**config.mk**
```make
export PLATFORM = sky130hd
export DESIGN_NAME = button_time_set_controller_unit
export DESIGN_NICKNAME = d
export VERILOG_FILES = /design/src/hw/rtl/btsc_pkg.sv /design/src/hw/rtl/btsc_debounce.sv /design/src/hw/rtl/btsc_menu.sv /design/src/hw/rtl/button_time_set_controller_unit.sv
export SDC_FILE = /design/constraint.sdc
export NUM_CORES = 1
export LEC_CHECK = 0
export ABC_AREA = 1
export BUFFER_PORTS_ARGS = -buffer_cell sky130_fd_sc_hd__buf_4
export CAP_MARGIN = 20
export CORE_ASPECT_RATIO = 1.2
export CORE_MARGIN = 2
export CORE_UTILIZATION = 62
export DETAILED_ROUTE_END_ITERATION = 12
export PLACE_DENSITY = 0.81
export SLEW_MARGIN = 20
export SYNTH_ARGS = -nofsm -noshare
export SYNTH_HDL_FRONTEND = slang
export SYNTH_SLANG_ARGS = --single-unit
export TNS_END_PERCENT = 10
```
**constraint.sdc**
```tcl
create_clock -name clk -period 5.11 [get_ports clk]
set_input_delay 0 -clock clk [delete_from_list [all_inputs] [get_ports clk]]
set_output_delay 0 -clock clk [all_outputs]
set_load 0.01 [all_outputs]
```
**src/hw/rtl/btsc_pkg.sv**
```systemverilog
package btsc_pkg;

	localparam int DB_W       = 10;
	localparam int CNT_W      = 16;
	localparam int HOUR_W     = 5;
	localparam int VAL_W      = 6;
	localparam int MODE_W     = 3;
	localparam int CFG_IDX_W  = 2;
	localparam int CFG_DATA_W = 16;

	localparam logic [VAL_W-1:0] HOUR_MAX   = 6'd23;
	localparam logic [VAL_W-1:0] MINUTE_MAX = 6'd59;
	localparam logic [CNT_W-1:0] CNT_MAX    = '1;

	localparam logic [DB_W-1:0]  DEBOUNCE_RST   = 10'd50;
	localparam logic [CNT_W-1:0] LONG_PRESS_RST = 16'd2000;
	localparam logic [CNT_W-1:0] TIMEOUT_RST    = 16'd20000;

	typedef enum logic [CFG_IDX_W-1:0] {
		CFG_DEBOUNCE   = 2'd0,
		CFG_LONG_PRESS = 2'd1,
		CFG_TIMEOUT    = 2'd2
	} cfg_idx_t;

	typedef enum logic [MODE_W-1:0] {
		MODE_IDLE         = 3'd0,
		MODE_WAIT_RELEASE = 3'd1,
		MODE_WAIT_PRESS   = 3'd2,
		MODE_MEASURE      = 3'd3,
		MODE_EDIT_HOUR    = 3'd4,
		MODE_EDIT_MINUTE  = 3'd5
	} mode_t;

	typedef struct packed {
		logic [DB_W-1:0]  debounce_ticks;
		logic [CNT_W-1:0] long_press_ticks;
		logic [CNT_W-1:0] timeout_ticks;
	} cfg_t;

	typedef struct packed {
		logic              down;
		logic              up;
		logic [HOUR_W-1:0] hour;
		logic [VAL_W-1:0]  minute;
	} tick_t;

	typedef struct packed {
		mode_t            mode;
		logic [VAL_W-1:0] value;
		logic             led;
		logic             wr_hour;
		logic             wr_minute;
	} result_t;

endpackage

```
**src/hw/rtl/btsc_debounce.sv**
```systemverilog
module btsc_debounce (
	input  logic                      clk,
	input  logic                      arst_n,
	input  logic                      step,
	input  logic                      sample,
	input  logic [btsc_pkg::DB_W-1:0] debounce_ticks,
	output logic                      release_ev
);
	import btsc_pkg::*;

	logic            last_q;
	logic            settled_q;
	logic [DB_W-1:0] count_q;
	logic [DB_W-1:0] count_d;
	logic            settle;

	always_comb begin
		if (sample != last_q) begin
			count_d = '0;
		end else if (count_q < debounce_ticks) begin
			count_d = count_q + DB_W'(1);
		end else begin
			count_d = count_q;
		end
		settle     = (count_d >= debounce_ticks) && (sample != settled_q);
		release_ev = settle && sample;
	end

	always_ff @(posedge clk or negedge arst_n) begin
		if (!arst_n) begin
			last_q    <= 1'b1;
			settled_q <= 1'b1;
			count_q   <= '0;
		end else if (step) begin
			last_q  <= sample;
			count_q <= count_d;
			if (settle) begin
				settled_q <= sample;
			end
		end
	end

endmodule

```
**src/hw/rtl/btsc_menu.sv**
```systemverilog
module btsc_menu (
	input  logic              clk,
	input  logic              arst_n,
	input  logic              step,
	input  btsc_pkg::tick_t   tick,
	input  logic              inc_ev,
	input  logic              dec_ev,
	input  btsc_pkg::cfg_t    cfg,
	output btsc_pkg::result_t result
);
	import btsc_pkg::*;

	mode_t            state_q;
	mode_t            state_d;
	logic [CNT_W-1:0] timeout_q;
	logic [CNT_W-1:0] timeout_d;
	logic [CNT_W-1:0] pulse_q;
	logic [CNT_W-1:0] pulse_d;
	logic [VAL_W-1:0] value_q;
	logic [VAL_W-1:0] value_d;
	logic             led_q;
	logic             led_d;
	logic             wr_hour;
	logic             wr_minute;

	logic [CNT_W-1:0] timeout_inc;
	logic [CNT_W-1:0] pulse_inc;
	logic             both_low;
	logic             timed_out;
	logic             long_press;
	logic [VAL_W-1:0] hour_clamp;
	logic [VAL_W-1:0] minute_clamp;
	logic [VAL_W-1:0] top;
	logic [VAL_W-1:0] value_up;
	logic [VAL_W-1:0] value_adj;

	always_comb begin
		timeout_inc  = (timeout_q == CNT_MAX) ? CNT_MAX : timeout_q + CNT_W'(1);
		pulse_inc    = (pulse_q == CNT_MAX) ? CNT_MAX : pulse_q + CNT_W'(1);
		both_low     = !tick.down && !tick.up;
		timed_out    = timeout_inc >= cfg.timeout_ticks;
		long_press   = pulse_q > cfg.long_press_ticks;
		hour_clamp   = ({1'b0, tick.hour} > HOUR_MAX) ? HOUR_MAX : {1'b0, tick.hour};
		minute_clamp = (tick.minute > MINUTE_MAX) ? MINUTE_MAX : tick.minute;
		top          = (state_q == MODE_EDIT_HOUR) ? HOUR_MAX : MINUTE_MAX;
		// up applies first, then down, both saturating
		if (inc_ev) begin
			value_up = (value_q >= top) ? top : value_q + VAL_W'(1);
		end else begin
			value_up = value_q;
		end
		value_adj = (dec_ev && value_up != '0) ? value_up - VAL_W'(1) : value_up;
	end

	// next state
	always_comb begin
		unique case (state_q)
			MODE_WAIT_RELEASE: begin
				if (timed_out) state_d = MODE_IDLE;
				else if (tick.down) state_d = MODE_WAIT_PRESS;
				else state_d = MODE_WAIT_RELEASE;
			end
			MODE_WAIT_PRESS: begin
				if (timed_out) state_d = MODE_IDLE;
				else if (!tick.down) state_d = MODE_MEASURE;
				else state_d = MODE_WAIT_PRESS;
			end
			MODE_MEASURE: begin
				if (tick.down) state_d = long_press ? MODE_EDIT_HOUR : MODE_EDIT_MINUTE;
				else if (timed_out) state_d = MODE_IDLE;
				else state_d = MODE_MEASURE;
			end
			MODE_EDIT_HOUR, MODE_EDIT_MINUTE: begin
				state_d = both_low ? MODE_IDLE : state_q;
			end
			default: begin
				state_d = both_low ? MODE_WAIT_RELEASE : MODE_IDLE;
			end
		endcase
	end

	// counters, value and strobes
	always_comb begin
		timeout_d = timeout_q;
		pulse_d   = pulse_q;
		value_d   = value_q;
		led_d     = led_q;
		wr_hour   = 1'b0;
		wr_minute = 1'b0;
		unique case (state_q)
			MODE_WAIT_RELEASE: begin
				timeout_d = timeout_inc;
			end
			MODE_WAIT_PRESS: begin
				timeout_d = timeout_inc;
				if (!tick.down) pulse_d = CNT_W'(1);
			end
			MODE_MEASURE: begin
				timeout_d = timeout_inc;
				if (!tick.down) pulse_d = pulse_inc;
				else value_d = long_press ? hour_clamp : minute_clamp;
			end
			MODE_EDIT_HOUR: begin
				value_d = value_adj;
				wr_hour = both_low;
			end
			MODE_EDIT_MINUTE: begin
				value_d   = value_adj;
				wr_minute = both_low;
			end
			default: begin
				if (both_low) begin
					led_d     = 1'b1;
					timeout_d = '0;
					pulse_d   = '0;
				end
			end
		endcase
		result.mode      = state_d;
		result.value     = value_d;
		result.led       = led_d;
		result.wr_hour   = wr_hour;
		result.wr_minute = wr_minute;
	end

	always_ff @(posedge clk or negedge arst_n) begin
		if (!arst_n) begin
			state_q   <= MODE_IDLE;
			timeout_q <= '0;
			pulse_q   <= '0;
			value_q   <= '0;
			led_q     <= 1'b0;
		end else if (step) begin
			state_q   <= state_d;
			timeout_q <= timeout_d;
			pulse_q   <= pulse_d;
			value_q   <= value_d;
			led_q     <= led_d;
		end
	end

	a_strobe_excl: assert property (@(posedge clk) disable iff (!arst_n)
		!(wr_hour && wr_minute))
		else $error("both write strobes raised");

	a_strobe_idle: assert property (@(posedge clk) disable iff (!arst_n)
		(wr_hour || wr_minute) |-> state_d == MODE_IDLE)
		else $error("write strobe without leaving edit");

	a_led_sticky: assert property (@(posedge clk) disable iff (!arst_n)
		led_q |=> led_q)
		else $error("led dropped");

	a_hour_range: assert property (@(posedge clk) disable iff (!arst_n)
		state_q == MODE_EDIT_HOUR |-> value_q <= HOUR_MAX)
		else $error("hour edit value out of range");

	a_value_range: assert property (@(posedge clk) disable iff (!arst_n)
		value_q <= MINUTE_MAX)
		else $error("edit value out of range");

endmodule

```
**src/hw/rtl/button_time_set_controller_unit.sv**
```systemverilog
// Two-button time setter, advanced by one word per 1 ms tick.
// Input channel (in_valid / in_stall): each word carries the raw active-low
// down_level and up_level pins and the current clock_hour / clock_minute.
// Output channel (out_valid / out_stall): exactly one result word per input
// word, in order: mode, edit_value, led_on and the one-tick write_hour /
// write_minute strobes (a strobe means: store edit_value into the clock).
// Configuration (cfg_valid / cfg_ready / cfg_index / cfg_data): cfg_ready is
// always high; index 0 debounce ticks (low 10 bits), 1 long-press ticks,
// 2 timeout ticks. Write only while no word is in flight.
// Path: an accepted word goes through the input register, then the result
// register, which raises out_valid.
// Throughput: one word per cycle while a stalled result does not hold it up;
// the menu state and both debouncers update in the single cycle a word moves
// from the input register to the result register.
// Stall: a stalled result holds; the input register still takes one word
// behind it, after that in_stall rises in the same cycle as out_stall.
// Reset: menu idle, LED off, value 0, debouncers released, config registers
// at 50 / 2000 / 20000, both channels empty.
module button_time_set_controller_unit (
	input  logic                            clk,
	input  logic                            arst_n,
	input  logic                            in_valid,
	output logic                            in_stall,
	input  logic                            down_level,
	input  logic                            up_level,
	input  logic [btsc_pkg::HOUR_W-1:0]     clock_hour,
	input  logic [btsc_pkg::VAL_W-1:0]      clock_minute,
	output logic                            out_valid,
	input  logic                            out_stall,
	output logic [btsc_pkg::MODE_W-1:0]     mode,
	output logic [btsc_pkg::VAL_W-1:0]      edit_value,
	output logic                            led_on,
	output logic                            write_hour,
	output logic                            write_minute,
	input  logic                            cfg_valid,
	output logic                            cfg_ready,
	input  logic [btsc_pkg::CFG_IDX_W-1:0]  cfg_index,
	input  logic [btsc_pkg::CFG_DATA_W-1:0] cfg_data
);
	import btsc_pkg::*;

	cfg_t    cfg_q;
	tick_t   tick_s1;
	logic    valid_s1;
	result_t res_s2;
	logic    valid_s2;
	result_t result;
	logic    out_free;
	logic    advance;
	logic    in_acc;
	logic    inc_ev;
	logic    dec_ev;

	assign out_free  = !valid_s2 || !out_stall;
	assign advance   = valid_s1 && out_free;
	assign in_stall  = valid_s1 && !out_free;
	assign in_acc    = in_valid && !in_stall;
	assign cfg_ready = 1'b1;

	always_ff @(posedge clk or negedge arst_n) begin
		if (!arst_n) begin
			cfg_q.debounce_ticks   <= DEBOUNCE_RST;
			cfg_q.long_press_ticks <= LONG_PRESS_RST;
			cfg_q.timeout_ticks    <= TIMEOUT_RST;
		end else if (cfg_valid) begin
			unique case (cfg_idx_t'(cfg_index))
				CFG_DEBOUNCE:   cfg_q.debounce_ticks   <= cfg_data[DB_W-1:0];
				CFG_LONG_PRESS: cfg_q.long_press_ticks <= cfg_data[CNT_W-1:0];
				CFG_TIMEOUT:    cfg_q.timeout_ticks    <= cfg_data[CNT_W-1:0];
				default: ;
			endcase
		end
	end

	// input register
	always_ff @(posedge clk or negedge arst_n) begin
		if (!arst_n) begin
			valid_s1 <= 1'b0;
		end else if (in_acc) begin
			valid_s1 <= 1'b1;
		end else if (advance) begin
			valid_s1 <= 1'b0;
		end
	end

	always_ff @(posedge clk) begin
		if (in_acc) begin
			tick_s1.down   <= down_level;
			tick_s1.up     <= up_level;
			tick_s1.hour   <= clock_hour;
			tick_s1.minute <= clock_minute;
		end
	end

	btsc_debounce u_db_down (
		.clk            (clk),
		.arst_n         (arst_n),
		.step           (advance),
		.sample         (tick_s1.down),
		.debounce_ticks (cfg_q.debounce_ticks),
		.release_ev     (dec_ev)
	);

	btsc_debounce u_db_up (
		.clk            (clk),
		.arst_n         (arst_n),
		.step           (advance),
		.sample         (tick_s1.up),
		.debounce_ticks (cfg_q.debounce_ticks),
		.release_ev     (inc_ev)
	);

	btsc_menu u_menu (
		.clk    (clk),
		.arst_n (arst_n),
		.step   (advance),
		.tick   (tick_s1),
		.inc_ev (inc_ev),
		.dec_ev (dec_ev),
		.cfg    (cfg_q),
		.result (result)
	);

	// result register: hold while stalled
	always_ff @(posedge clk or negedge arst_n) begin
		if (!arst_n) begin
			valid_s2 <= 1'b0;
		end else if (advance) begin
			valid_s2 <= 1'b1;
		end else if (!out_stall) begin
			valid_s2 <= 1'b0;
		end
	end

	always_ff @(posedge clk) begin
		if (advance) begin
			res_s2 <= result;
		end
	end

	assign out_valid    = valid_s2;
	assign mode         = res_s2.mode;
	assign edit_value   = res_s2.value;
	assign led_on       = res_s2.led;
	assign write_hour   = res_s2.wr_hour;
	assign write_minute = res_s2.wr_minute;

endmodule

```
==> results of run 1 <==
==> routing by layer <==
| layer | up-vias | GRT usage (%) | routed length [um] |
|---|---|---|---|
| met5 | - | 0 | 0 |
| met4 | 0 | 12.4 | 682 |
| met3 | 68 | 5.02 | 806 |
| met2 | 190 | 50.9 | 10800 |
| met1 | 3607 | 36.6 | 8990 |
| li1 | 3787 | - | - |
==> placed cells by master, fill, tap and decap left out, types with 6 or more instances in the layout <==
cell | Yosys | final
sky130_fd_sc_hd__nand2_1 | 219 | 219
sky130_fd_sc_hd__inv_1 | 173 | 173
sky130_fd_sc_hd__o21ai_0 | 114 | 114
sky130_fd_sc_hd__dfrtp_1 | 92 | 92
sky130_fd_sc_hd__ha_1 | 80 | 80
sky130_fd_sc_hd__nor2_1 | 63 | 63
sky130_fd_sc_hd__a21oi_1 | 63 | 63
sky130_fd_sc_hd__buf_4 | 4 | 52
sky130_fd_sc_hd__nand3_1 | 39 | 39
sky130_fd_sc_hd__dlygate4sd3_1 | 0 | 33
sky130_fd_sc_hd__nor3_1 | 28 | 28
sky130_fd_sc_hd__edfxtp_1 | 25 | 25
sky130_fd_sc_hd__xor2_1 | 23 | 23
sky130_fd_sc_hd__nand2_2 | 18 | 18
sky130_fd_sc_hd__dfstp_2 | 18 | 18
sky130_fd_sc_hd__clkbuf_16 | 0 | 17
sky130_fd_sc_hd__o22ai_1 | 13 | 13
sky130_fd_sc_hd__inv_2 | 12 | 12
sky130_fd_sc_hd__nand4_1 | 11 | 11
sky130_fd_sc_hd__o21ai_1 | 9 | 9
sky130_fd_sc_hd__nor2_2 | 9 | 8
sky130_fd_sc_hd__nor3_2 | 6 | 6
sky130_fd_sc_hd__o211ai_1 | 6 | 6
==> power by group <==
group	switching (mW)	internal (mW)
Clock	0.521	0.828
Combinational	0.931	0.550
Sequential	0.186	1.34
Total	1.64	2.72
==> registers in the layout, indices dropped and copies added (netlist names), 3 cells and up <==
register and flops:
mode 3, u_db_up.count_q 10, edit_value 6, u_menu.value_q 6, u_db_down.count_q 10, cfg_q 42, tick_s1 13, u_menu.state_q 3
u_menu.timeout_q 16, u_menu.pulse_q 16
==> cell families after synthesis <==
group | synth area share, %
xor+xnor | 2.49
fa+ha+maj | 11.4
buf+inv | 9.17
flops | 40.1
compound gates | 13.9
simple gates | 22.9
other cells | 0.0427
==> critical path: cells and delay by family, from the launching register on <==
family | cells | cell delay, ps
flip-flops | 1 | 530
AND/OR/NAND/NOR | 14 | 1480
buffers and inverters | 3 | 430
adder cells (fa/ha/maj) | 3 | 860
AO/OA/AOI/OAI | 7 | 980
==> path summary, 6_finish.rpt <==
kind                                     from              endpoint  slack, ps  depth (start not counted)
worst max-delay path                cfg_q[37]     u_menu.value_q[0]        680                         27
worst min-delay path                   arst_n  u_db_down.count_q[5]        170                          2
worst max register to register      cfg_q[37]     u_menu.value_q[0]        680                         27
worst min register to register   u_menu.led_q          u_menu.led_q        470                          2
max in group asynchronous              arst_n     u_menu.state_q[2]       3710                          3
min in group clk                clock_hour[4]           tick_s1[10]        280                          2
==> through the flow <==
step | util, % | hold slack [ps] | std cells
2_1_floorplan | - | -296 | 1096
3_3_place_gp | 67.3 | 105 | 1299
3_5_place_dp | 67.3 | 105 | 1299
4_1_cts | 74.3 | 198 | 1364
5_1_grt | 74.3 | 241 | 1364
6_report | 74.3 | 175 | 1364
==> cell type report <==
cell class                 instances  area [um2]  area share [%]
multi-input combinational        754        4460            43.5
sequential                       135        3530            34.3
timing repair buffer              85         721            7.02
inverter                         187         704            6.86
clock buffer                      17         425            4.14
clock inverter                    15         214            2.08
tap                              171         214            2.08
==> impl_metrics.csv, run 1 <==
group,metric,value,unit
clock_network,clkLatencyLatePin,440,ps
worst_setup_path,worst-setup-path-type,"reg2reg",
timing,max_slew.worst_pin.slew,981,ps
timing,finalMaxSlewViolations,0,
clock_network,htreeDepth,4,
worst_setup_path,critical_path.startpoint_type,"flip-flop",
worst_setup_path,critPathRequiredTime,5400,ps
floorplanning,horizontal_die_dimension,113,um
worst_setup_path,cp_slowest_stage_delay,530,ps
timing,fin_crit,4430,ps
yosys,synthesis.nets,1212,
worst_setup_path,arrival,4720,ps
yosys,netlist.top_cell.by_area,"sky130_fd_sc_hd__dfrtp_1",
yosys,synth_top_flop_cell,"sky130_fd_sc_hd__dfrtp_1",
timing,max_freq,226,MHz
timing,grt_setup_unrepaired,"no",
clock_network,clk_transition_reported_paths,60,ps
global_route,antenna_found_initial,0,
final_layout,final_instance_area,10300,um2
floorplanning,die_height,134,um
outcome,run_status,"complete, no violations",
job,drv_cap,0,
clock_network,cts_max_path_bufs,2,
final_layout,final_layout_size_suffix_gt1_share,14.3,%
yosys,synth.distinct_cells,50,
floorplanning,placement_rows,47,
routing,mean_number_of_vias_per_cell,5.61,
yosys,postSynthRegisterBits,135,
floorplanning,dieArea,15100,um2
yosys,yosysWarningCount,0,
yosys,synth_top_cells_by_area,"sky130_fd_sc_hd__dfrtp_1 26%, sky130_fd_sc_hd__ha_1 11%, sky130_fd_sc_hd__nand2_1 9.4%",
clock_network,tritoncts.num_buffers,17,
placed_design,preCtsSetupSlack,755,ps
global_route,via_count_of_the_first_global_routing_pass,7563,
floorplanning,io_pins,51,
timing,finalSetupTns,0,ps
placed_design,gp_congestion,0.926,
global_route,grt_first_pass_wirelength,35500,um
yosys,seq_area_frac_synth,40.1,%
routing,detailedRoute.firstIterationViolations,516,
placed_design,buffers_added_on_ports,49,
global_route,grt_start_max_net_pins,65,
global_route,grt_remaining_overflow,0,
final_layout,total_inserted_antenna_cells,0,
clock_network,postCtsResizedCells,0,
clock_network,cts.sinks,135,
yosys,yosys-top-cells-count,"219 x sky130_fd_sc_hd__nand2_1, 173 x sky130_fd_sc_hd__inv_1, 114 x sky130_fd_sc_hd__o21ai_0",
final_layout,area.growth.synth_to_final,16.8,%
power,design_power_total,4.36,mW
final_layout,fill_cells,970,
clock_network,cts_tree,"yes",
yosys,post_synth.cell_area_avg,8.02,um2
yosys,ys_async_sr_fraction,81.5,%
worst_setup_path,cp_slowest_cell,"sky130_fd_sc_hd__dfstp_2",
routing,drt-pass1-iter-count,5,
routing,post-route-drc-count,0,
timing,min_period_over_period,86.6,%
timing,fin_skew,13.0,ps
timing,postLayoutSetupSlackWorst,684,ps
worst_setup_path,cp-end-kind,"flip-flop",
clock_network,holdBufCountCts,33,
floorplanning,core-area,13800,um2
power,cellLeakagePower,5.08,nW
timing,fin_hold_viols,0,
power,pwr_density_cell,425,nW/um2
yosys,postSynthCellCount,1096,
routing,postRouteAntennaNets,0,
yosys,synth_top_cell_area_share,26.2,%
routing,detail_route.wl_per_cell,15.6,um
power,max-vdd-ir-drop,0.000331,V
yosys,yosysMostFrequentCell,"sky130_fd_sc_hd__nand2_1",
global_route,groute.usage.overall,29.5,%
timing,setup_failing_eps_final,0,
yosys,mappedNetlistArea,8790,um2
placed_design,hpwlAfterDp,14500,um
worst_setup_path,worstPathMaxFanout,10,
routing,detailroute.via_count,7652,
routing,drt-total-wl,21300,um
clock_network,cts.repair_timing.setup_buffer_count,0,
floorplanning,floorplan.initialDensity,63.6,%
clock_network,clock-root-buffer,"sky130_fd_sc_hd__clkbuf_16",
worst_hold_path,timing.hold.worst.class,"in2async",
placed_design,dpl_cell_area,9300,um2
final_layout,number_of_nets_at_the_end_of_the_flow,1296,
yosys,edff_count_synth,25,
timing,max_slew_margin,34.4,%
No activity file was read; power rests on OpenSTA's default activity.
==> run 2, diff against run 1 <==
--- a/config.mk
+++ b/config.mk
@@ -8,13 +8,14 @@
 export ABC_AREA = 1
 export BUFFER_PORTS_ARGS = -buffer_cell sky130_fd_sc_hd__buf_4
 export CAP_MARGIN = 20
-export CORE_ASPECT_RATIO = 1.2
+export CORE_ASPECT_RATIO = 1.5
 export CORE_MARGIN = 2
-export CORE_UTILIZATION = 62
+export CORE_UTILIZATION = 63
 export DETAILED_ROUTE_END_ITERATION = 12
-export PLACE_DENSITY = 0.81
+export PLACE_DENSITY = 0.82
 export SLEW_MARGIN = 20
 export SYNTH_ARGS = -nofsm -noshare
 export SYNTH_HDL_FRONTEND = slang
+export SYNTH_HIERARCHICAL = 1
 export SYNTH_SLANG_ARGS = --single-unit
 export TNS_END_PERCENT = 10
==> impl_metrics.csv, run 2 <==
group,metric,value,unit
outcome,run_status,"complete, no violations",
timing,max_freq,222,MHz
worst_setup_path,cp_slowest_cell,"sky130_fd_sc_hd__dfstp_2",
clock_network,cts.sinks,135,
placed_design,dpl_cell_area,9960,um2
global_route,antenna_found_initial,0,
yosys,ys_async_sr_fraction,81.5,%
worst_setup_path,critPathRequiredTime,5270,ps
yosys,mappedNetlistArea,9530,um2
worst_setup_path,cp_common_cell,"sky130_fd_sc_hd__nand2_1",
floorplanning,placement_rows,55,
clock_network,tritoncts.num_buffers,17,
timing,max_slew_margin,33.8,%
yosys,postSynthRegisterBits,135,
floorplanning,dieArea,16100,um2
job,drv_cap,0,
final_layout,post-route-util,73.2,%
global_route,groute.usage.overall,29.9,%
floorplanning,floorplan.initialDensity,63.8,%
placed_design,gp_congestion,0.946,
final_layout,largestRegisters,"cfg_q: 42 flops, u_menu/pulse_q: 16 flops, u_menu/timeout_q: 16 flops",
final_layout,largest_register_ff_count,42,
timing,fin_hold_viols,0,
timing,finalSetupTns,0,ps
worst_setup_path,worst-setup-path-type,"reg2reg",
clock_network,htreeDepth,4,
timing,grt_setup_unrepaired,"no",
routing,mean_number_of_vias_per_cell,5.59,
routing,detail_route.wl_per_cell,15.0,um
final_layout,final_instance_area,10900,um2
worst_setup_path,worstPathMaxFanout,9,
placed_design,hpwlAfterDp,16000,um
routing,detailroute.via_count,8718,
global_route,grt_first_pass_wirelength,39100,um
timing,postLayoutSetupSlackWorst,610,ps
final_layout,layout_common_cells,"383 x sky130_fd_sc_hd__nand2_1, 172 x sky130_fd_sc_hd__inv_1, 92 x sky130_fd_sc_hd__dfrtp_1",
yosys,seq_area_frac_synth,37.0,%
final_layout,finish.cell_count_without_fillers,1560,
placed_design,buffers_added_on_ports,49,
final_layout,layout.cells.most_common,"sky130_fd_sc_hd__nand2_1",
routing,drt-pass1-iter-count,6,
worst_setup_path,critical_path.startpoint_type,"flip-flop",
yosys,postSynthCellCount,1267,
worst_setup_path,arrival,4660,ps
clock_network,clock-root-buffer,"sky130_fd_sc_hd__clkbuf_16",
power,max-vdd-ir-drop,0.000332,V
routing,drt-total-wl,23400,um
worst_hold_path,timing.hold.worst.class,"in2reg",
final_layout,total_inserted_antenna_cells,0,
placed_design,placed_cells,1486,
power,pwr_density_cell,380,nW/um2
yosys,synth.distinct_cells,48,
yosys,yosys-top-cells-count,"383 x sky130_fd_sc_hd__nand2_1, 172 x sky130_fd_sc_hd__inv_1, 92 x sky130_fd_sc_hd__dfrtp_1",
timing,finalMaxSlewViolations,0,
worst_setup_path,cp_num_buf_inv,6,
routing,detailedRoute.firstIterationViolations,576,
timing,min_period_over_period,88.1,%
floorplanning,die_height,155,um
yosys,yosysMostFrequentCell,"sky130_fd_sc_hd__nand2_1",
global_route,grt_remaining_overflow,0,
worst_setup_path,cp_slowest_stage_delay,550,ps
clock_network,clkLatencyLatePin,420,ps
yosys,netlist.top_cell.by_area,"sky130_fd_sc_hd__dfrtp_1",
timing,fin_skew,9.97,ps
floorplanning,horizontal_die_dimension,104,um
clock_network,clk_transition_reported_paths,60,ps
global_route,via_count_of_the_first_global_routing_pass,8673,
yosys,synth_top_cell_area_share,24.2,%
final_layout,number_of_nets_at_the_end_of_the_flow,1465,
global_route,grt_start_max_net_pins,66,
final_layout,top_register,"cfg_q",
yosys,edff_count_synth,25,
yosys,synth_top_flop_cell,"sky130_fd_sc_hd__dfrtp_1",
clock_network,cts_tree,"yes",
floorplanning,core-area,14900,um2
power,cellLeakagePower,5.63,nW
final_layout,final_layout_size_suffix_gt1_share,12.0,%
yosys,synthesis.nets,1384,
clock_network,cts_max_path_bufs,2,
timing,setup_failing_eps_final,0,
routing,postRouteAntennaNets,0,
timing,max_slew.worst_pin.slew,993,ps
timing,fin_crit,4500,ps
placed_design,preCtsSetupSlack,708,ps
routing,post-route-drc-count,0,
worst_setup_path,cp-end-kind,"flip-flop",
yosys,synth_top_cells_by_area,"sky130_fd_sc_hd__dfrtp_1 24%, sky130_fd_sc_hd__nand2_1 15%, sky130_fd_sc_hd__ha_1 11%",
yosys,post_synth.cell_area_avg,7.52,um2
yosys,yosysWarningCount,6,
floorplanning,io_pins,51,
final_layout,area.growth.synth_to_final,14.7,%
worst_setup_path,crit_family,"simple AND/OR/NAND/NOR gates",
clock_network,cts.repair_timing.setup_buffer_count,0,
-- run 2: cell type report --
type,count,area [um2]
Clock buffer,21,470
Clock inverter,11,83.8
Fill cell,1129,4000
Inverter,183,697
Multi-Input combinational cell,918,5110
Sequential cell,135,3530
Tap cell,199,249
Timing Repair Buffer,93,803
-- run 2: worst paths after layout --
kind                            from              endpoint  slack (ps)  depth (start not counted)
setup / recovery           cfg_q[37]         edit_value[3]         610                         31
hold / removal             cfg_valid             cfg_q[33]          40                          3
setup reg to reg           cfg_q[37]         edit_value[3]         610                         31
hold reg to reg            cfg_q[24]             cfg_q[24]         460                          2
max in group asynchronous     arst_n  u_db_down/count_q[6]        3710                          3
min in group asynchronous     arst_n  u_menu/timeout_q[15]         230                          2
-- run 2: per-stage QoR --
| stage | total power [mW] | hold WS, ps |
|---|---|---|
| 2_1_floorplan | 2.55 | -296 |
| 4_1_cts | 4.14 | 23.0 |
| 3_5_place_dp | 2.92 | 158 |
| 6_report | 4.16 | 40.9 |
| 3_3_place_gp | 2.87 | 154 |
| 5_1_grt | 4.45 | 58.1 |
-- run 2: metal layers --
layer | GRT usage [%] | wire length, um | part of all wire, % | up-vias
met4 | 15.1 | 1060 | 4.5 | 0
met3 | 5.14 | 1110 | 4.7 | 84
met5 | 0 | 0 | 0 | -
met1 | 33.5 | 9190 | 39 | 4027
met2 | 54.4 | 12100 | 52 | 301
li1 | - | - | - | 4306
-- run 2: power breakdown --
part           switching (mW)  leakage (nW)  total, mW  internal [mW]
registers               0.198          1.66       1.53           1.33
clock network           0.510         0.277       1.18          0.669
logic                   0.920          3.70       1.45          0.532
total                    1.63          5.63       4.16           2.53
-- run 2: cell families after synthesis --
kind of cell	after synthesis	synth area share, %
simple gates	658	31.2
buf+inv	214	9.50
compound gates	146	8.55
flops	135	37.0
fa+ha+maj	81	10.6
xor+xnor	32	3.10
other cells	1	0.0393
-- run 2: repair_timing --
item / 4_1_cts / 5_1_grt
hold endpoints to repair: 112 / 0
setup endpoints to repair: 0 / 0
resized for setup: 0 / 0
hold buffers: 42 / 0
-- run 2: worst min-delay path, delay by kind of cell --
family,cells,cell delay (ps)
buffers and inverters,1,250
AND/OR/NAND/NOR,2,190
==> run 3, diff against run 2 <==
--- a/config.mk
+++ b/config.mk
@@ -10,9 +10,9 @@
 export CAP_MARGIN = 20
 export CORE_ASPECT_RATIO = 1.5
 export CORE_MARGIN = 2
-export CORE_UTILIZATION = 63
+export CORE_UTILIZATION = 57
 export DETAILED_ROUTE_END_ITERATION = 12
-export PLACE_DENSITY = 0.82
+export PLACE_DENSITY = 0.78
 export SLEW_MARGIN = 20
 export SYNTH_ARGS = -nofsm -noshare
 export SYNTH_HDL_FRONTEND = slang
==> constraint.sdc (replaced) <==
create_clock -name clk -period 3.9 [get_ports clk]
set_input_delay 0 -clock clk [delete_from_list [all_inputs] [get_ports clk]]
set_output_delay 0 -clock clk [all_outputs]
set_load 0.01 [all_outputs]
==> impl_metrics.csv, run 3 (synthesis results as in run 2) <==
group,metric,value,unit
clock_network,cts_tree,"yes",
worst_setup_path,critical_path.startpoint_type,"flip-flop",
final_layout,number_of_nets_at_the_end_of_the_flow,1526,
floorplanning,die_height,162,um
worst_setup_path,worstPathMaxFanout,8,
clock_network,cts.sinks,135,
routing,routed.top_layer,"met4",
final_layout,layout.cells.most_common,"sky130_fd_sc_hd__nand2_1",
floorplanning,placement_rows,57,
placed_design,buffers_added_on_ports,49,
worst_hold_path,hold_path.startpoint,"cfg_valid",
routing,wl_met1,9500,um
final_layout,finish.cell_count_without_fillers,1628,
worst_setup_path,timing.reg2reg.worst_path_depth,32,
outcome,run_status,"complete, but fails checks",
worst_setup_path,cp_slowest_cell,"sky130_fd_sc_hd__dfstp_2",
timing,grt_setup_unrepaired,"yes",
timing,max_slew_margin,37.9,%
worst_setup_path,cp_slowest_stage_delay,540,ps
worst_setup_path,worst-setup-path-type,"reg2reg",
clock_network,clkLatencyLatePin,430,ps
floorplanning,horizontal_die_dimension,110,um
routing,post-route-drc-count,0,
routing,drt-total-wl,24700,um
clock_network,tritoncts.num_buffers,17,
worst_hold_path,min_delay_path_depth,3,
worst_setup_path,cp_common_cell,"sky130_fd_sc_hd__nand2_1",
routing,routed-wl-met3,1060,um
power,max-vdd-ir-drop,0.000390,V
placed_design,placed_cells,1548,
power,design_power_total,5.92,mW
timing,finalSetupTns,-3440,ps
final_layout,fill_cells,1249,
placed_design,hpwlAfterDp,17200,um
timing,max_freq,237,MHz
final_layout,layout_common_cells,"371 x sky130_fd_sc_hd__nand2_1, 164 x sky130_fd_sc_hd__inv_1, 113 x sky130_fd_sc_hd__buf_4",
worst_setup_path,reg_to_reg_endpoint,"u_menu/value_q[4]",
final_layout,area.sequential,3530,um2
final_layout,largest_register_ff_count,42,
worst_setup_path,r2r_setup_slack,-310,ps
clock_network,cts_max_path_bufs,2,
placed_design,gp_congestion,0.938,
routing,drt-pass1-iter-count,5,
worst_setup_path,crit_start,"cfg_q[37]",
final_layout,total_inserted_antenna_cells,0,
final_layout,multiInputGateArea,5270,um2
worst_setup_path,critPathRequiredTime,4270,ps
power,cellLeakagePower,5.97,nW
timing,finalMaxSlewViolations,0,
global_route,groute.usage.overall,29.7,%
timing,fin_hold_viols,0,
timing,max_slew.worst_pin.slew,925,ps
timing,fin_crit,4210,ps
job,drv_cap,0,
final_layout,top_register,"cfg_q",
global_route,grt_first_pass_wirelength,41500,um
power,pwr_density_cell,509,nW/um2
final_layout,final_layout_size_suffix_gt1_share,18.7,%
floorplanning,floorplan.initialDensity,58.6,%
global_route,grt_remaining_overflow,0,
floorplanning,dieArea,17800,um2
worst_setup_path,critical_path.reg2reg.startpoint,"cfg_q[37]",
clock_network,htreeDepth,4,
clock_network,clock-root-buffer,"sky130_fd_sc_hd__clkbuf_16",
worst_setup_path,cp-end-kind,"flip-flop",
routing,postRouteAntennaNets,0,
worst_setup_path,arrival,4580,ps
clock_network,clk_transition_reported_paths,70,ps
timing,fin_skew,8.32,ps
global_route,antenna_found_initial,0,
final_layout,area.growth.synth_to_final,21.9,%
worst_hold_path,worstHoldEndpoint,"cfg_q[9]",
worst_setup_path,crit_family,"simple AND/OR/NAND/NOR gates",
global_route,via_count_of_the_first_global_routing_pass,8999,
worst_setup_path,cp_num_buf_inv,5,
floorplanning,io_pins,51,
routing,met2_length,13100,um
routing,detailroute.via_count,8935,
routing,detail_route.wl_per_cell,15.1,um
routing,detailedRoute.firstIterationViolations,586,
outcome,violations_in_the_final_reports,"negative setup slack",
final_layout,largestRegisters,"cfg_q: 42 flops, u_menu/pulse_q: 16 flops, u_menu/timeout_q: 16 flops",
worst_hold_path,timing.hold.worst.class,"in2reg",
routing,mean_number_of_vias_per_cell,5.49,
timing,postLayoutSetupSlackWorst,-312,ps
timing,min_period_over_period,108,%
global_route,grt_start_max_net_pins,62,
floorplanning,core-area,16300,um2
timing,setup_failing_eps_final,12,
run 3: changes by cell type in the layout (fill, tap and decap cells not counted), sizes merged:
cell,before,now
buf,51,113
bufinv,0,2
clkbuf,21,17
clkinv,4,5
clkinvlp,1,0
dlygate4sd3,42,40
inv,189,191
nand3,80,81
run 3: area by class of cell:
class | instances | area share [%]
clock buffer | 17 | 3.66
inverter | 183 | 6.00
sequential | 135 | 30.3
tap | 206 | 2.22
timing repair buffer | 153 | 10.7
clock inverter | 15 | 1.73
multi-input combinational | 919 | 45.3
run 3: how the worst max path moves through the flow:
stage	slack, ps	depth (start not counted)	to
2_1_floorplan	9	32	edit_value[0]
3_3_place_gp	-230	31	edit_value[3]
3_5_place_dp	-320	29	edit_value[3]
4_1_cts	-190	32	u_menu/value_q[4]
5_1_grt	-630	34	u_menu/value_q[4]
6_report	-310	32	u_menu/value_q[4]
run 3: through the flow:
step | util [%] | setup WS [ps] | hold slack [ps] | instance area [um2]
finish | 71.5 | -312 | 36.3 | 11600
global placement | 64.0 | -225 | 142 | 10400
detailed placement | 64.0 | -323 | 138 | 10400
CTS | 71.0 | -188 | 5.97 | 11500
global route | 71.5 | -626 | 41.5 | 11600
floorplan | - | 8.54 | -296 | 9560
run 3: metal layers:
| layer | vias up | global-route usage [%] |
|---|---|---|
| li1 | 4425 | - |
| met1 | 4156 | 34.1 |
| met2 | 273 | 52.4 |
| met3 | 81 | 5.00 |
| met4 | 0 | 14.9 |
| met5 | - | 0 |
run 3: repair_timing:
item | 4_1_cts | 5_1_grt
cloned | 0 | 1
setup endpoints to repair | 12 | 13
pin swaps | 35 | 23
resized for setup | 23 | 15
endpoints found under the hold margin | 108 | 0
hold buffers | 40 | 0
setup buffers | 5 | 2
run 3: power breakdown:
| group | total, mW | internal (mW) | switching (mW) |
|---|---|---|---|
| Clock | 1.71 | 0.986 | 0.727 |
| Sequential | 1.99 | 1.74 | 0.250 |
| Combinational | 2.22 | 0.886 | 1.33 |
| Total | 5.92 | 3.61 | 2.31 |
run 3: worst min-delay path: stages:
cell                      delay, ps
sky130_fd_sc_hd__buf_4          250
sky130_fd_sc_hd__nand4_1        150
sky130_fd_sc_hd__nand2_1         50
